**config.mk**
```make
export PLATFORM = sky130hd
export DESIGN_NAME = link_aggregation_mux_fsm_flat
export DESIGN_NICKNAME = d
export VERILOG_FILES = /design/src/lagm_pkg.sv /design/src/lagm_if.sv /design/src/lagm_in_reg.sv /design/src/lagm_core.sv /design/src/link_aggregation_mux_fsm.sv /design/src/flat_wrapper.sv
export SDC_FILE = /design/constraint.sdc
export NUM_CORES = 1
export LEC_CHECK = 0
export ABC_AREA = 1
export BUFFER_PORTS_ARGS = -buffer_cell sky130_fd_sc_hd__buf_2
export CAP_MARGIN = 20
export CORE_MARGIN = 3
export CORE_UTILIZATION = 30
export CTS_CLUSTER_DIAMETER = 50
export DETAILED_ROUTE_END_ITERATION = 16
export SLEW_MARGIN = 20
export SYNTH_ARGS = -nofsm -noshare
export SYNTH_HDL_FRONTEND = slang
export SYNTH_SLANG_ARGS = --single-unit
```
**constraint.sdc**
```tcl
create_clock -name clock -period 1.9 [get_ports clock]
set_clock_uncertainty 0.15 [all_clocks]
set_input_delay 0.285 -clock clock [delete_from_list [all_inputs] [get_ports clock]]
set_output_delay 0.285 -clock clock [all_outputs]
set_load 0.05 [all_outputs]
```
**src/lagm_pkg.sv**
```systemverilog
// ----------------------------------------------------------------------------
// lagm_pkg
// Shared types and codes of the link aggregation mux state machine.
// ----------------------------------------------------------------------------
`default_nettype none

package lagm_pkg;

   // request action codes
   localparam logic ACT_TICK = 1'b0;
   localparam logic ACT_EVAL = 1'b1;

   // mux machine states, codes as reported in mux_state
   typedef enum logic [2:0] {
      ST_BEGIN    = 3'd0,
      ST_DISABLE  = 3'd1,
      ST_DETACHED = 3'd2,
      ST_WAITING  = 3'd3,
      ST_READY_N  = 3'd4,
      ST_ATTACHED = 3'd5,
      ST_RX_TX    = 3'd6
   } lagm_state_type;

   // one request: a tick or an evaluate with the port conditions
   typedef struct packed {
      logic action;
      logic port_up;
      logic proto_up;
      logic selected;
      logic standby;
      logic partner_sync;
      logic aggregator_ready;
   } lagm_req_type;

   // one result: the machine state after the request
   typedef struct packed {
      logic [2:0] mux_state;
      logic       changed;
      logic       actor_sync;
      logic       actor_collecting;
      logic       actor_distributing;
      logic       attached;
      logic       coll_dist_enable;
      logic       need_to_transmit;
      logic       ready_flag;
   } lagm_rsp_type;

endpackage

`default_nettype wire

```
**src/lagm_if.sv**
```systemverilog
// ----------------------------------------------------------------------------
// lagm_if
// Valid/ready channels carrying requests and results of the mux machine.
// ----------------------------------------------------------------------------
`default_nettype none

interface lagm_req_if;
   logic                  valid;
   logic                  ready;
   lagm_pkg::lagm_req_type payload;

   modport source (output valid, output payload, input ready);
   modport sink   (input valid, input payload, output ready);
endinterface

interface lagm_rsp_if;
   logic                  valid;
   logic                  ready;
   lagm_pkg::lagm_rsp_type payload;

   modport source (output valid, output payload, input ready);
   modport sink   (input valid, input payload, output ready);
endinterface

`default_nettype wire

```
**src/lagm_in_reg.sv**
```systemverilog
// ----------------------------------------------------------------------------
// lagm_in_reg
// Input register: holds one request until the core takes it.
// ----------------------------------------------------------------------------
`default_nettype none

module lagm_in_reg (
   input  wire logic             clock,
   input  wire logic             reset,
   lagm_req_if.sink              req_chan,
   input  wire logic             take,
   output logic                  held_valid,
   output lagm_pkg::lagm_req_type held_payload
);

   logic                   valid_ff, valid_in;
   lagm_pkg::lagm_req_type payload_ff;
   logic                   accept;

   // free when empty or when the core drains it this cycle
   assign req_chan.ready = !valid_ff || take;
   assign accept         = req_chan.valid && req_chan.ready;

   // occupancy
   always_comb begin
      valid_in = valid_ff;
      if (accept) begin
         valid_in = 1'b1;
      end else if (take) begin
         valid_in = 1'b0;
      end
   end

   always_ff @(posedge clock) begin
      if (reset) begin
         valid_ff <= 1'b0;
      end else begin
         valid_ff <= valid_in;
      end
   end

   // request payload
   always_ff @(posedge clock) begin
      if (accept) begin
         payload_ff <= req_chan.payload;
      end
   end

   assign held_valid   = valid_ff;
   assign held_payload = payload_ff;

endmodule

`default_nettype wire

```
**src/lagm_core.sv**
```systemverilog
// ----------------------------------------------------------------------------
// lagm_core
// Mux state machine: state, flags, wait counter and the result register.
// ----------------------------------------------------------------------------
`default_nettype none

module lagm_core #(
   parameter int WAIT_WIDTH = 8
) (
   input  wire logic                   clock,
   input  wire logic                   reset,
   input  wire logic                   held_valid,
   input  wire lagm_pkg::lagm_req_type held_payload,
   output logic                        take,
   lagm_rsp_if.source                  rsp_chan,
   input  wire logic                   csr_wr_en,
   input  wire logic [7:0]             csr_wr_data
);

   lagm_pkg::lagm_state_type state_ff, state_in;
   lagm_pkg::lagm_state_type nx;
   logic                     has_next;
   logic [WAIT_WIDTH-1:0]    wait_ff, wait_in;
   logic [WAIT_WIDTH-1:0]    wait_load;
   logic [WAIT_WIDTH+7:0]    wait_ext;
   logic [7:0]               ticks_ff;
   logic sync_ff, sync_in, coll_ff, coll_in, dist_ff, dist_in;
   logic attach_ff, attach_in, cd_ff, cd_in, ntt_ff, ntt_in;
   logic ready_ff, ready_in;
   logic changed_ff, changed_in;
   logic rsp_valid_ff, rsp_valid_in;
   logic active;

   // wait load value fitted to the counter width
   assign wait_ext  = {{WAIT_WIDTH{1'b0}}, ticks_ff};
   assign wait_load = wait_ext[WAIT_WIDTH-1:0];

   // configuration register
   always_ff @(posedge clock) begin
      if (reset) begin
         ticks_ff <= 8'd2;
      end else if (csr_wr_en) begin
         ticks_ff <= csr_wr_data;
      end
   end

   // result slot is free when empty or being taken
   assign take = held_valid && (!rsp_valid_ff || rsp_chan.ready);

   // transition conditions
   assign active = held_payload.selected && !held_payload.standby;

   always_comb begin
      nx       = lagm_pkg::ST_DISABLE;
      has_next = 1'b0;
      if (!held_payload.port_up || !held_payload.proto_up) begin
         has_next = (state_ff != lagm_pkg::ST_DISABLE);
      end else begin
         unique case (state_ff)
            lagm_pkg::ST_BEGIN, lagm_pkg::ST_DISABLE: begin
               nx       = lagm_pkg::ST_DETACHED;
               has_next = 1'b1;
            end
            lagm_pkg::ST_DETACHED: begin
               nx       = lagm_pkg::ST_WAITING;
               has_next = active;
            end
            lagm_pkg::ST_WAITING: begin
               nx       = lagm_pkg::ST_READY_N;
               has_next = (wait_ff == '0);
            end
            lagm_pkg::ST_READY_N: begin
               nx       = active ? lagm_pkg::ST_ATTACHED : lagm_pkg::ST_DETACHED;
               has_next = !active || held_payload.aggregator_ready;
            end
            lagm_pkg::ST_ATTACHED: begin
               nx       = active ? lagm_pkg::ST_RX_TX : lagm_pkg::ST_DETACHED;
               has_next = !active || held_payload.partner_sync;
            end
            lagm_pkg::ST_RX_TX: begin
               nx       = lagm_pkg::ST_ATTACHED;
               has_next = !(active && held_payload.partner_sync);
            end
            default: begin
               has_next = 1'b0;
            end
         endcase
      end
   end

   // state update and entry actions
   always_comb begin
      state_in     = state_ff;
      wait_in      = wait_ff;
      sync_in      = sync_ff;
      coll_in      = coll_ff;
      dist_in      = dist_ff;
      attach_in    = attach_ff;
      cd_in        = cd_ff;
      ntt_in       = ntt_ff;
      ready_in     = ready_ff;
      changed_in   = changed_ff;
      rsp_valid_in = rsp_valid_ff;
      if (take) begin
         rsp_valid_in = 1'b1;
         changed_in   = 1'b0;
         if (held_payload.action == lagm_pkg::ACT_TICK) begin
            if (wait_ff != '0) begin
               wait_in = wait_ff - WAIT_WIDTH'(1);
            end
         end else if (has_next) begin
            state_in   = nx;
            changed_in = 1'b1;
            unique case (nx)
               lagm_pkg::ST_BEGIN, lagm_pkg::ST_DISABLE: begin
                  attach_in = 1'b0;
                  sync_in   = 1'b0;
                  coll_in   = 1'b1;
                  dist_in   = 1'b1;
                  cd_in     = 1'b1;
                  ntt_in    = 1'b0;
               end
               lagm_pkg::ST_DETACHED: begin
                  attach_in = 1'b0;
                  sync_in   = 1'b0;
                  coll_in   = 1'b0;
                  dist_in   = 1'b0;
                  cd_in     = 1'b0;
                  ntt_in    = 1'b1;
               end
               lagm_pkg::ST_WAITING: begin
                  wait_in  = wait_load;
                  ready_in = 1'b0;
               end
               lagm_pkg::ST_READY_N: begin
                  ready_in = 1'b1;
               end
               lagm_pkg::ST_ATTACHED: begin
                  attach_in = 1'b1;
                  sync_in   = 1'b1;
                  coll_in   = 1'b0;
                  dist_in   = 1'b0;
                  cd_in     = 1'b0;
                  ntt_in    = 1'b1;
               end
               lagm_pkg::ST_RX_TX: begin
                  coll_in = 1'b1;
                  dist_in = 1'b1;
                  cd_in   = 1'b1;
                  ntt_in  = 1'b1;
               end
               default: begin
               end
            endcase
         end
      end else if (rsp_chan.ready) begin
         rsp_valid_in = 1'b0;
      end
   end

   always_ff @(posedge clock) begin
      if (reset) begin
         state_ff     <= lagm_pkg::ST_BEGIN;
         wait_ff      <= '0;
         sync_ff      <= 1'b0;
         coll_ff      <= 1'b0;
         dist_ff      <= 1'b0;
         attach_ff    <= 1'b0;
         cd_ff        <= 1'b0;
         ntt_ff       <= 1'b0;
         ready_ff     <= 1'b0;
         changed_ff   <= 1'b0;
         rsp_valid_ff <= 1'b0;
      end else begin
         state_ff     <= state_in;
         wait_ff      <= wait_in;
         sync_ff      <= sync_in;
         coll_ff      <= coll_in;
         dist_ff      <= dist_in;
         attach_ff    <= attach_in;
         cd_ff        <= cd_in;
         ntt_ff       <= ntt_in;
         ready_ff     <= ready_in;
         changed_ff   <= changed_in;
         rsp_valid_ff <= rsp_valid_in;
      end
   end

   // state registers double as the result register: they only move on take
   assign rsp_chan.valid                      = rsp_valid_ff;
   assign rsp_chan.payload.mux_state          = state_ff;
   assign rsp_chan.payload.changed            = changed_ff;
   assign rsp_chan.payload.actor_sync         = sync_ff;
   assign rsp_chan.payload.actor_collecting   = coll_ff;
   assign rsp_chan.payload.actor_distributing = dist_ff;
   assign rsp_chan.payload.attached           = attach_ff;
   assign rsp_chan.payload.coll_dist_enable   = cd_ff;
   assign rsp_chan.payload.need_to_transmit   = ntt_ff;
   assign rsp_chan.payload.ready_flag         = ready_ff;

endmodule

`default_nettype wire

```
**src/link_aggregation_mux_fsm.sv**
```systemverilog
// ----------------------------------------------------------------------------
// link_aggregation_mux_fsm
// Per-port link aggregation mux state machine with valid/ready channels.
// ----------------------------------------------------------------------------
// Usage:
//   req_chan carries one request per handshake: a timer tick (counts the
//   wait counter down, stopping at zero) or an evaluate (at most one state
//   transition plus its entry actions). rsp_chan returns exactly one result
//   per request with the state and flags after it; changed is set when the
//   evaluate moved the machine. Repeat evaluates until changed reads 0.
//   csr_wr_en/csr_wr_data load the wait tick count used on entry to waiting;
//   write it only while no request is in flight.
// Flow:
//   a request lands in the input register at its handshake; once the result
//   slot is free, the state machine update takes it and writes the result
//   register. One request per cycle is sustained while rsp_chan does not
//   stall.
// Reset and stalls:
//   reset empties both registers, puts the machine in begin with all flags
//   clear and the wait load at 2. When rsp_chan stalls the result holds;
//   one more request is taken into the input register, then req ready drops.
// ----------------------------------------------------------------------------
`default_nettype none

module link_aggregation_mux_fsm #(
   parameter int WAIT_WIDTH = 8
) (
   input  wire logic       clock,
   input  wire logic       reset,
   lagm_req_if.sink        req_chan,
   lagm_rsp_if.source      rsp_chan,
   input  wire logic       csr_wr_en,
   input  wire logic [7:0] csr_wr_data
);

   logic                   held_valid;
   lagm_pkg::lagm_req_type held_payload;
   logic                   take;

   // request holding register
   lagm_in_reg u_in_reg (
      .clock        (clock),
      .reset        (reset),
      .req_chan     (req_chan),
      .take         (take),
      .held_valid   (held_valid),
      .held_payload (held_payload)
   );

   // state machine and result register
   lagm_core #(
      .WAIT_WIDTH (WAIT_WIDTH)
   ) u_core (
      .clock        (clock),
      .reset        (reset),
      .held_valid   (held_valid),
      .held_payload (held_payload),
      .take         (take),
      .rsp_chan     (rsp_chan),
      .csr_wr_en    (csr_wr_en),
      .csr_wr_data  (csr_wr_data)
   );

endmodule

`default_nettype wire

```
**src/flat_wrapper.sv**
```systemverilog
// flat-port wrapper written by rule: the top's interface ports become plain ports
module link_aggregation_mux_fsm_flat 
#(
   parameter int WAIT_WIDTH = 8
)
  (clock, reset, csr_wr_en, csr_wr_data, req_chan_valid, req_chan_payload, req_chan_ready, rsp_chan_valid, rsp_chan_payload, rsp_chan_ready);
  lagm_req_if req_chan_i ();
  lagm_rsp_if rsp_chan_i ();
  input  wire logic clock;
  input  wire logic reset;
  input  wire logic csr_wr_en;
  input  wire logic [7:0] csr_wr_data;
  input wire logic [$bits(req_chan_i.valid)-1:0] req_chan_valid;
  input wire logic [$bits(req_chan_i.payload)-1:0] req_chan_payload;
  output wire logic [$bits(req_chan_i.ready)-1:0] req_chan_ready;
  output wire logic [$bits(rsp_chan_i.valid)-1:0] rsp_chan_valid;
  output wire logic [$bits(rsp_chan_i.payload)-1:0] rsp_chan_payload;
  input wire logic [$bits(rsp_chan_i.ready)-1:0] rsp_chan_ready;
  assign req_chan_i.valid = req_chan_valid;
  assign req_chan_i.payload = req_chan_payload;
  assign req_chan_ready = req_chan_i.ready;
  assign rsp_chan_valid = rsp_chan_i.valid;
  assign rsp_chan_payload = rsp_chan_i.payload;
  assign rsp_chan_i.ready = rsp_chan_ready;
  link_aggregation_mux_fsm #(.WAIT_WIDTH(WAIT_WIDTH)) u_core (.clock(clock), .reset(reset), .req_chan(req_chan_i), .rsp_chan(rsp_chan_i), .csr_wr_en(csr_wr_en), .csr_wr_data(csr_wr_data));
endmodule
```
==> results.yml, run 1 <==
yosys:
  synth.cell_area_um2: 1700
  ys_ff_latch: 33
  yosysWarnings: 0
  netlist_instances: 237
  synthMuxAreaShare_pct: 0.5887
  synth_fa_ha_area_share_pct: 1.472
  synth-seq-area-share_pct: 42.97
  synth.avg_cell_area_um2: 7.175
  synth_compound_area_share_pct: 15.01
  synth.distinct_cells: 27
  synthSimpleGateAreaFrac_pct: 27.15
  synth-xor-area-share_pct: 1.030
  mappedNetlistNets: 259
  synth_top_family_by_area: "simple AND/OR/NAND/NOR gates"
routing:
  wl_met3_um: 190
  route.detailed.drc: 0
  wl_met2_um: 1500
  drt-met1-wl_um: 1737
  maxUsedRoutingLayer: "met4"
  firstDrtPassIters: 4
  wl_per_cell_um: 10.26
  drt_wl_total_um: 3490
  vias: 1528
  drt-initial-drc-count: 107
  vias_per_cell: 4.494
  ant_nets: 0
layout:
  fin_util_pct: 38.08
  final_area_um2: 2019
  final_cell_mix: "nand2_1 (46), buf_2 (32), nor2_1 (31)"
  multiInputGateArea_um2: 782.0
  n_antenna_cell: 0
  final_common_cell: "nand2_1"
  drive_gt1_share_pct: 24.07
  regArea_um2: 734.5
  area_growth_pct: 18.76
  nFillCells: 560
  fin_nets: 292
place:
  dp_hpwl_um: 2650
  post_dp_cell_area_um2: 1922
  gp_congestion: 0.8315
  port_buffers: 32
worst_setup_path:
  r2r_cells: 13
  r2r_slack_ns: 0.17
  critPathMaxStageDelay_ns: 0.37
  crit_fanout: 10
  worstPathCellList: "inv_2, ha_1, inv_1, nor2_2, nand3_1, nand2_1, nor2_1, nand2_1, nand3_1, nand2_2, buf_6, a21oi_1, nor2_1"
  cp_num_buf_inv: 3
  crit_family: "simple AND/OR/NAND/NOR gates"
  slowest_stage: "dfxtp_1"
  critPathCaptureType: "register"
  crit_cells: 13
  cp.required_ns: 1.93
  start_kind: "register"
  critPathKind: "register to register"
  cp.arrival_ns: 1.76
grt:
  antenna_found_initial: 0
  grt_max_degree: 14
  first_global_vias: 1311
  grt_usage_pct: 11.35
  grt_overflow: 0
  grt_pass1_wl_um: 5789
timing:
  hold_violations: 0
  tightest_slew_ns: 0.3028
  setup_tns_ns: 0
  slew_violations: 0
  fmax_mhz: 577.3
  fin_crit_sh_pct: 91.17
  timing.final.crit_period_ns: 1.732
  fin_hold_ws_ns: 0.02932
  rsz0062_at_grt: "no"
  maxSlewHeadroom_pct: 79.79
  setup_viol: 0
job:
  cap_violations: 0
floorplan:
  die-area_um2: 6607
  start_util_pct: 32.07
  core-area_um2: 5303
  rows: 26
  die_w_um: 81.29
  pin_count: 33
  dieHeight_um: 81.29
worst_hold_path:
  holdPathStages: 1
  hold_class: "input pin to register"
power_and_ir_drop:
  p_leak_uw: 0.0009701
  seq_power_share_pct: 48.2
  netSwitchingPower_uw: 467.8
  comb_power_share_pct: 19.2
  clockPowerShare_pct: 32.6
  power_switching_share_pct: 28.70
  powerDensity_nw_per_um2: 807.1
  internal_power_uw: 1162
  vdd.ir_drop.worst_uv: 331.9
clock_tree:
  cts_buffer_depth: 2
  htree_levels: 2
  cts_buffers: 5
  cts_sinks: 33
  path_clk_slew_ns: 0.07
  cts_root_buf: "clkbuf_8"
  cts_tree: "done"
  cts_setup_buffers: 0
  clk_latency_ns: 0.29
  hold_buffers: 0
  ctsResizeCount: 0
outcome:
  outcome: "completed"
registers in the layout, indices dropped and copies added, names as in the netlist:
signal / count
u_core.u_core.ntt_ff: 1
u_core.u_core.ready_ff: 1
u_core.u_in_reg.held_payload: 7
u_core.u_core.state_ff: 3
u_core.u_core.changed_ff: 1
u_core.u_core.rsp_chan.valid: 1
u_core.u_in_reg.held_valid: 1
u_core.u_core.attach_ff: 1
u_core.u_core.wait_ff: 8
u_core.u_core.cd_ff: 1
u_core.u_core.ticks_ff: 8
layout make-up:
type	instances	share of cell area, %
multi-input cells	161	38.72
flip-flops and latches	33	36.37
repair buffers	39	10.72
inverters	30	5.576
well taps	70	4.337
clock buffers	7	4.275
power groups by stage:
stage	Sequential, µW	Clock [µW]	Combinational, µW
2_1_floorplan	813	0	215
3_3_place_gp	801	0	307
3_5_place_dp	801	0	308
4_1_cts	786	544	310
5_1_grt	791	584	358
6_report	786	531	313
through the flow:
stage / instances / setup WS, ns / total power (µW)
2_1_floorplan: 237 / 0.1121 / 1028
3_3_place_gp: 333 / 0.1806 / 1108
3_5_place_dp: 333 / 0.1502 / 1109
4_1_cts: 340 / 0.1110 / 1640
5_1_grt: 340 / 0.01512 / 1733
6_report: 340 / 0.1678 / 1630
cell usage after synthesis:
cell type | instances | area, µm²
nand2_1 | 48 | 180.2
xor2_1 | 2 | 17.52
nand3_2 | 2 | 20.02
dfxtp_1 | 26 | 520.5
nor2_4 | 1 | 11.26
mux2i_1 | 1 | 10.01
o21ai_1 | 2 | 10.01
nand3b_2 | 1 | 11.26
inv_1 | 24 | 90.09
nand2_2 | 1 | 6.260
nand3_1 | 18 | 90.09
buf_6 | 1 | 11.26
edfxtp_1 | 7 | 210.2
inv_2 | 5 | 18.77
buf_2 | 1 | 5.000
ha_1 | 2 | 25.02
o21ai_0 | 18 | 90.09
a31oi_1 | 2 | 12.51
nand4_1 | 1 | 6.260
clkbuf_1 | 3 | 11.26
buf_4 | 8 | 60.06
nor2_1 | 32 | 120.1
a21oi_1 | 24 | 120.1
o31ai_1 | 3 | 22.52
clkinv_1 | 1 | 3.750
nor3_1 | 2 | 10.01
nor2_2 | 1 | 6.260
cell families (layout without fill, tap and decap cells):
group / after synthesis / count (layout)
AND/OR/NAND/NOR: 107 / 107
AO/OA/AOI/OAI: 49 / 49
buffers and inverters: 43 / 76
flip-flops: 33 / 33
adder cells (fa/ha/maj): 2 / 2
XOR/XNOR: 2 / 2
multiplexers: 1 / 1
worst paths after layout:
kind,start,endpoint
min reg2reg,u_core.u_core.ntt_ff,u_core.u_core.ntt_ff
max,u_core.u_core.wait_ff[0],u_core.u_core.wait_ff[3]
min,req_chan_payload[5],u_core.u_in_reg.held_payload[5]
max reg2reg,u_core.u_core.wait_ff[0],u_core.u_core.wait_ff[3]
per-layer routing:
metal	GRT usage [%]	up-vias
li1	-	828
met1	15.12	663
met2	17.18	31
met3	3.215	6
met4	4.561	0
met5	0	-
worst register-to-register path, cell delays in order (launching register included):
cell,delay (ns)
dfxtp_1,0.37
inv_2,0.06
ha_1,0.19
inv_1,0.06
nor2_2,0.04
nand3_1,0.07
nand2_1,0.05
nor2_1,0.08
nand2_1,0.08
nand3_1,0.09
nand2_2,0.07
buf_6,0.14
a21oi_1,0.12
nor2_1,0.06
Note: power is estimated with default switching activity, not from simulation.
==> inputs of run 2 (changes only) <==
--- a/config.mk
+++ b/config.mk
@@ -8,10 +8,13 @@
 export ABC_AREA = 1
 export BUFFER_PORTS_ARGS = -buffer_cell sky130_fd_sc_hd__buf_2
 export CAP_MARGIN = 20
+export CELL_PAD_IN_SITES_DETAIL_PLACEMENT = 1
+export CELL_PAD_IN_SITES_GLOBAL_PLACEMENT = 1
 export CORE_MARGIN = 3
 export CORE_UTILIZATION = 30
 export CTS_CLUSTER_DIAMETER = 50
 export DETAILED_ROUTE_END_ITERATION = 16
+export PLACE_DENSITY_LB_ADDON = 0.1
 export SLEW_MARGIN = 20
 export SYNTH_ARGS = -nofsm -noshare
 export SYNTH_HDL_FRONTEND = slang
==> results.yml, run 2 (synthesis results as in run 1) <==
routing:
  wl_per_cell_um: 11.71
  route.detailed.drc: 0
  drt_wl_total_um: 3983
  drt-met1-wl_um: 2138
  maxUsedRoutingLayer: "met4"
  wl_met3_um: 202
  vias: 1533
  drt-initial-drc-count: 20
  firstDrtPassIters: 4
  vias_per_cell: 4.509
  wl_met2_um: 1605
  ant_nets: 0
place:
  post_dp_cell_area_um2: 1907
  dp_hpwl_um: 3041
  gp_congestion: 0.7573
  port_buffers: 32
floorplan:
  rows: 26
  pin_count: 33
  die_w_um: 81.29
  start_util_pct: 32.07
  core-area_um2: 5303
  die-area_um2: 6607
  dieHeight_um: 81.29
power_and_ir_drop:
  p_leak_uw: 0.0009727
  powerDensity_nw_per_um2: 801.9
  vdd.ir_drop.worst_uv: 355.4
  fin_total_pwr_uw: 1637
timing:
  setup_viol: 0
  timing.final.crit_period_ns: 1.761
  maxSlewHeadroom_pct: 82.62
  rsz0062_at_grt: "yes"
  slew_violations: 0
  fin_hold_ws_ns: 0.03459
  fmax_mhz: 567.8
  setup_tns_ns: 0
  tightest_slew_ns: 0.2590
  hold_violations: 0
  fin_crit_sh_pct: 92.69
worst_setup_path:
  critPathKind: "register to register"
  slowest_stage: "dfxtp_2"
  start_kind: "register"
  cp.arrival_ns: 1.78
  crit_fanout: 5
  critPathMaxStageDelay_ns: 0.33
  worstPathCellList: "inv_2, ha_1, inv_1, nor2_2, nand3_1, nand2_1, nor2_1, nand2_1, nand3_1, nand2_2, buf_4, a21oi_1, nor2_1"
  cp.required_ns: 1.92
  critPathCaptureType: "register"
layout:
  n_antenna_cell: 0
  area_growth_pct: 20.01
  fin_nets: 292
  drive_gt1_share_pct: 26.30
  fin_util_pct: 38.49
  nFillCells: 703
  final_cell_mix: "nand2_1 (46), buf_2 (32), nor2_1 (29)"
  final_area_um2: 2041
  final_common_cell: "nand2_1"
clock_tree:
  cts_root_buf: "clkbuf_8"
  cts_buffer_depth: 2
  htree_levels: 2
  hold_buffers: 0
  cts_sinks: 33
  cts_buffers: 5
  clk_latency_ns: 0.28
  path_clk_slew_ns: 0.06
  cts_tree: "done"
grt:
  first_global_vias: 1458
  antenna_found_initial: 0
  grt_pass1_wl_um: 6713
  grt_usage_pct: 13.09
  grt_overflow: 0
  grt_max_degree: 17
job:
  cap_violations: 0
outcome:
  outcome: "completed"
worst_hold_path:
  hold_class: "input pin to register"
## run 2: changes by cell type in the layout (fill, tap and decap cells not counted), moves of 2 or more
cell / previous run / this run
a21oi_1: 24 / 22
a21oi_2: 0 / 2
nor2_1: 31 / 29
nor2_2: 2 / 4
## run 2: area by class of cell
class / count / area, µm² / area share [%]
Clock buffer: 7 / 86.33 / 4.231
Timing Repair Buffer: 39 / 216.5 / 10.61
Sequential cell: 33 / 735.7 / 36.05
Tap cell: 70 / 87.58 / 4.292
Multi-Input combinational cell: 161 / 802.0 / 39.30
Inverter: 30 / 112.6 / 5.518
## run 2: where the power goes
part / switching, µW / internal (µW) / leakage, µW
clock: 241 / 287 / 0.0000443
sequential: 28.0 / 760 / 0.000284
combinational: 206 / 115 / 0.000645
total: 474 / 1160 / 0.000973
## run 2: final timing paths
kind | start | slack, ns | cells after the start | to
setup reg to reg | u_core.u_core.wait_ff[0] | 0.14 | 13 | u_core.u_core.wait_ff[2]
hold reg to reg | u_core.u_core.ticks_ff[6] | 0.31 | 2 | u_core.u_core.ticks_ff[6]
hold / removal | req_chan_payload[2] | 0.03 | 1 | u_core.u_in_reg.held_payload[2]
setup / recovery | u_core.u_core.wait_ff[0] | 0.14 | 13 | u_core.u_core.wait_ff[2]
## run 2: critical path, delay by kind of cell, from the launching register on
family,cells,cell delay (ns)
buf+inv,3,0.27
compound gates,1,0.12
simple gates,8,0.61
flops,1,0.33
fa+ha+maj,1,0.18
## run 2: per-layer routing
metal | up-vias | track usage (%)
met5 | - | 0
met3 | 4 | 3.769
met4 | 0 | 4.054
li1 | 827 | -
met2 | 34 | 18.40
met1 | 668 | 19.03
## run 2: per-stage QoR
stage          setup WS, ns  cells
2_1_floorplan        0.1121    237
3_3_place_gp         0.1170    331
3_5_place_dp        0.07545    331
4_1_cts             0.05967    338
5_1_grt            -0.01630    340
6_report             0.1390    340
## run 2: timing repair
action | 4_1_cts | 5_1_grt
setup buffers | 0 | 1
setup endpoints to repair | 0 | 15
gates resized for setup | 0 | 14
==> inputs of run 3 (changes only) <==
--- a/config.mk
+++ b/config.mk
@@ -15,7 +15,9 @@
 export CTS_CLUSTER_DIAMETER = 50
 export DETAILED_ROUTE_END_ITERATION = 16
 export PLACE_DENSITY_LB_ADDON = 0.1
+export RECOVER_POWER = 25
 export SLEW_MARGIN = 20
 export SYNTH_ARGS = -nofsm -noshare
 export SYNTH_HDL_FRONTEND = slang
+export SYNTH_HIERARCHICAL = 1
 export SYNTH_SLANG_ARGS = --single-unit
==> results.yml, run 3 <==
timing:
  setup_viol: 0
  hold_violations: 0
  fin_hold_ws_ns: 0.01758
  fmax_mhz: 575.3
  maxSlewHeadroom_pct: 74.45
  slew_violations: 0
  fin_crit_sh_pct: 91.49
  setup_tns_ns: 0
  tightest_slew_ns: 0.3833
  timing.final.crit_period_ns: 1.738
layout:
  n_antenna_cell: 0
  drive_gt1_share_pct: 28.52
  area_growth_pct: 22.87
  fin_nets: 305
  final_cell_mix: "nand2_1 (45), nor2_1 (32), buf_2 (31)"
  final_common_cell: "nand2_1"
floorplan:
  dieHeight_um: 82.39
  pin_count: 33
  die-area_um2: 6787
  start_util_pct: 31.40
  die_w_um: 82.39
  core-area_um2: 5574
  rows: 27
worst_setup_path:
  start_kind: "register"
  cp.required_ns: 1.94
  crit_fanout: 8
  r2r_slack_ns: 0.16
  critPathKind: "register to register"
  critPathCaptureType: "register"
  cp.arrival_ns: 1.78
clock_tree:
  clk_latency_ns: 0.29
  path_clk_slew_ns: 0.07
  cts_sinks: 33
  cts_buffers: 5
  cts_setup_buffers: 0
  cts_tree: "done"
  cts_buffer_depth: 2
  htree_levels: 2
  hold_buffers: 0
  ctsResizeCount: 0
  cts_root_buf: "clkbuf_8"
routing:
  vias_per_cell: 4.716
  drt_wl_total_um: 4618
  vias: 1679
  firstDrtPassIters: 4
  wl_per_cell_um: 12.97
  route.detailed.drc: 0
  drt-initial-drc-count: 41
  ant_nets: 0
yosys:
  yosysWarnings: 6
  mappedNetlistNets: 269
  synth_edf_count: 7
  synth_common_cells: "nand2_1 (46), nor2_1 (36), dfxtp_1 (26), a21oi_1 (24), inv_1 (24)"
  ys_ff_latch: 33
  synth.top_cell.area_share_pct: 29.74
  async_flop_share_pct: 0
  netlist_instances: 247
  synth_flop_cell: "dfxtp_1"
  synth-seq-area-share_pct: 41.74
  yosysMostFrequentCell: "nand2_1"
  yosys.area.top_type: "dfxtp_1"
  synth.distinct_cells: 26
  synth_area_leaders: "dfxtp_1 (30%), edfxtp_1 (12%), nand2_1 (9.9%)"
  synth.avg_cell_area_um2: 7.087
  synth.cell_area_um2: 1750
grt:
  grt_overflow: 0
  first_global_vias: 1542
  grt_usage_pct: 14.59
  grt_max_degree: 16
  antenna_found_initial: 0
  grt_pass1_wl_um: 7438
place:
  gp_congestion: 0.8268
  dp_hpwl_um: 3492
  port_buffers: 32
worst_hold_path:
  hold_class: "input pin to register"
power_and_ir_drop:
  powerDensity_nw_per_um2: 826.9
  p_leak_uw: 0.001013
  vdd.ir_drop.worst_uv: 285.2
outcome:
  outcome: "completed"
job:
  cap_violations: 0
## run 3: cell count changes after synthesis, sizes merged, moves of 2 or more
| cell | before | now |
|---|---|---|
| nand4 | 1 | 6 |
| buf | 10 | 13 |
| nor2 | 34 | 37 |
| nand3 | 20 | 22 |
| nor3 | 2 | 0 |
| o31ai | 3 | 1 |
## run 3: report_power, final
group          internal [µW]  switching, µW
logic                    157            295
registers                767           34.1
clock network            254            271
total                   1180            600
## run 3: path summary, 6_finish.rpt
path	start	endpoint	depth (start not counted)
setup / recovery	u_core/u_core/state_ff[1]	u_core/u_core/wait_ff[0]	9
hold / removal	req_chan_payload[3]	u_core/u_in_reg/held_payload[3]	1
setup reg to reg	u_core/u_core/state_ff[1]	u_core/u_core/wait_ff[0]	9
hold reg to reg	u_core/u_core/ticks_ff[7]	u_core/u_core/ticks_ff[7]	2
## run 3: cell type report
cell class                 count  area, µm²
clock buffer                   6      72.57
multi-input combinational    169      878.3
tap                           72      90.09
clock inverter                 2      10.01
sequential                    33      738.2
fill                         726       3423
inverter                      30      112.6
timing repair buffer          44      249.0
## run 3: critical path, stage by stage, from the launching register on
cell and delay (ns):
dfxtp_2 0.41, inv_1 0.11, nor2_1 0.10, nand2_1 0.06, nand3_1 0.11, nand4_1 0.20
nand3_2 0.20, nand2_4 0.10, a21oi_1 0.13, nor2_1 0.05
## run 3: kinds of logic (layout without fill, tap and decap cells)
logic type / after synthesis / count (layout) / share of synthesized area [%]
AOI/OAI and AO/OA: 47 / 47 / 13.87
adders and majority gates: 2 / 2 / 1.429
muxes: 1 / 1 / 0.5719
buffers and inverters: 46 / 82 / 12.65
xor gates and xnor gates: 2 / 2 / 1.001
and+or+nand+nor: 116 / 117 / 28.74
DFF: 33 / 33 / 41.74
## run 3: stage by stage
step	util, %	instances	setup WS [ns]	power, µW	area, µm²
2_1_floorplan	-	247	0.1190	1123	1754
3_3_place_gp	35.62	347	0.07946	1235	1986
3_5_place_dp	35.62	347	0.01945	1241	1986
4_1_cts	37.10	355	0.01021	1780	2068
5_1_grt	38.59	356	-0.02927	1908	2151
6_report	38.59	356	0.1617	1778	2151
## run 3: metal layers
layer	global-route usage, %	vias to the layer above	wire length, µm
li1	-	869	-
met1	20.61	771	2373
met2	21.23	33	1968
met3	4.230	6	216
met4	4.485	0	59
met5	0	-	0
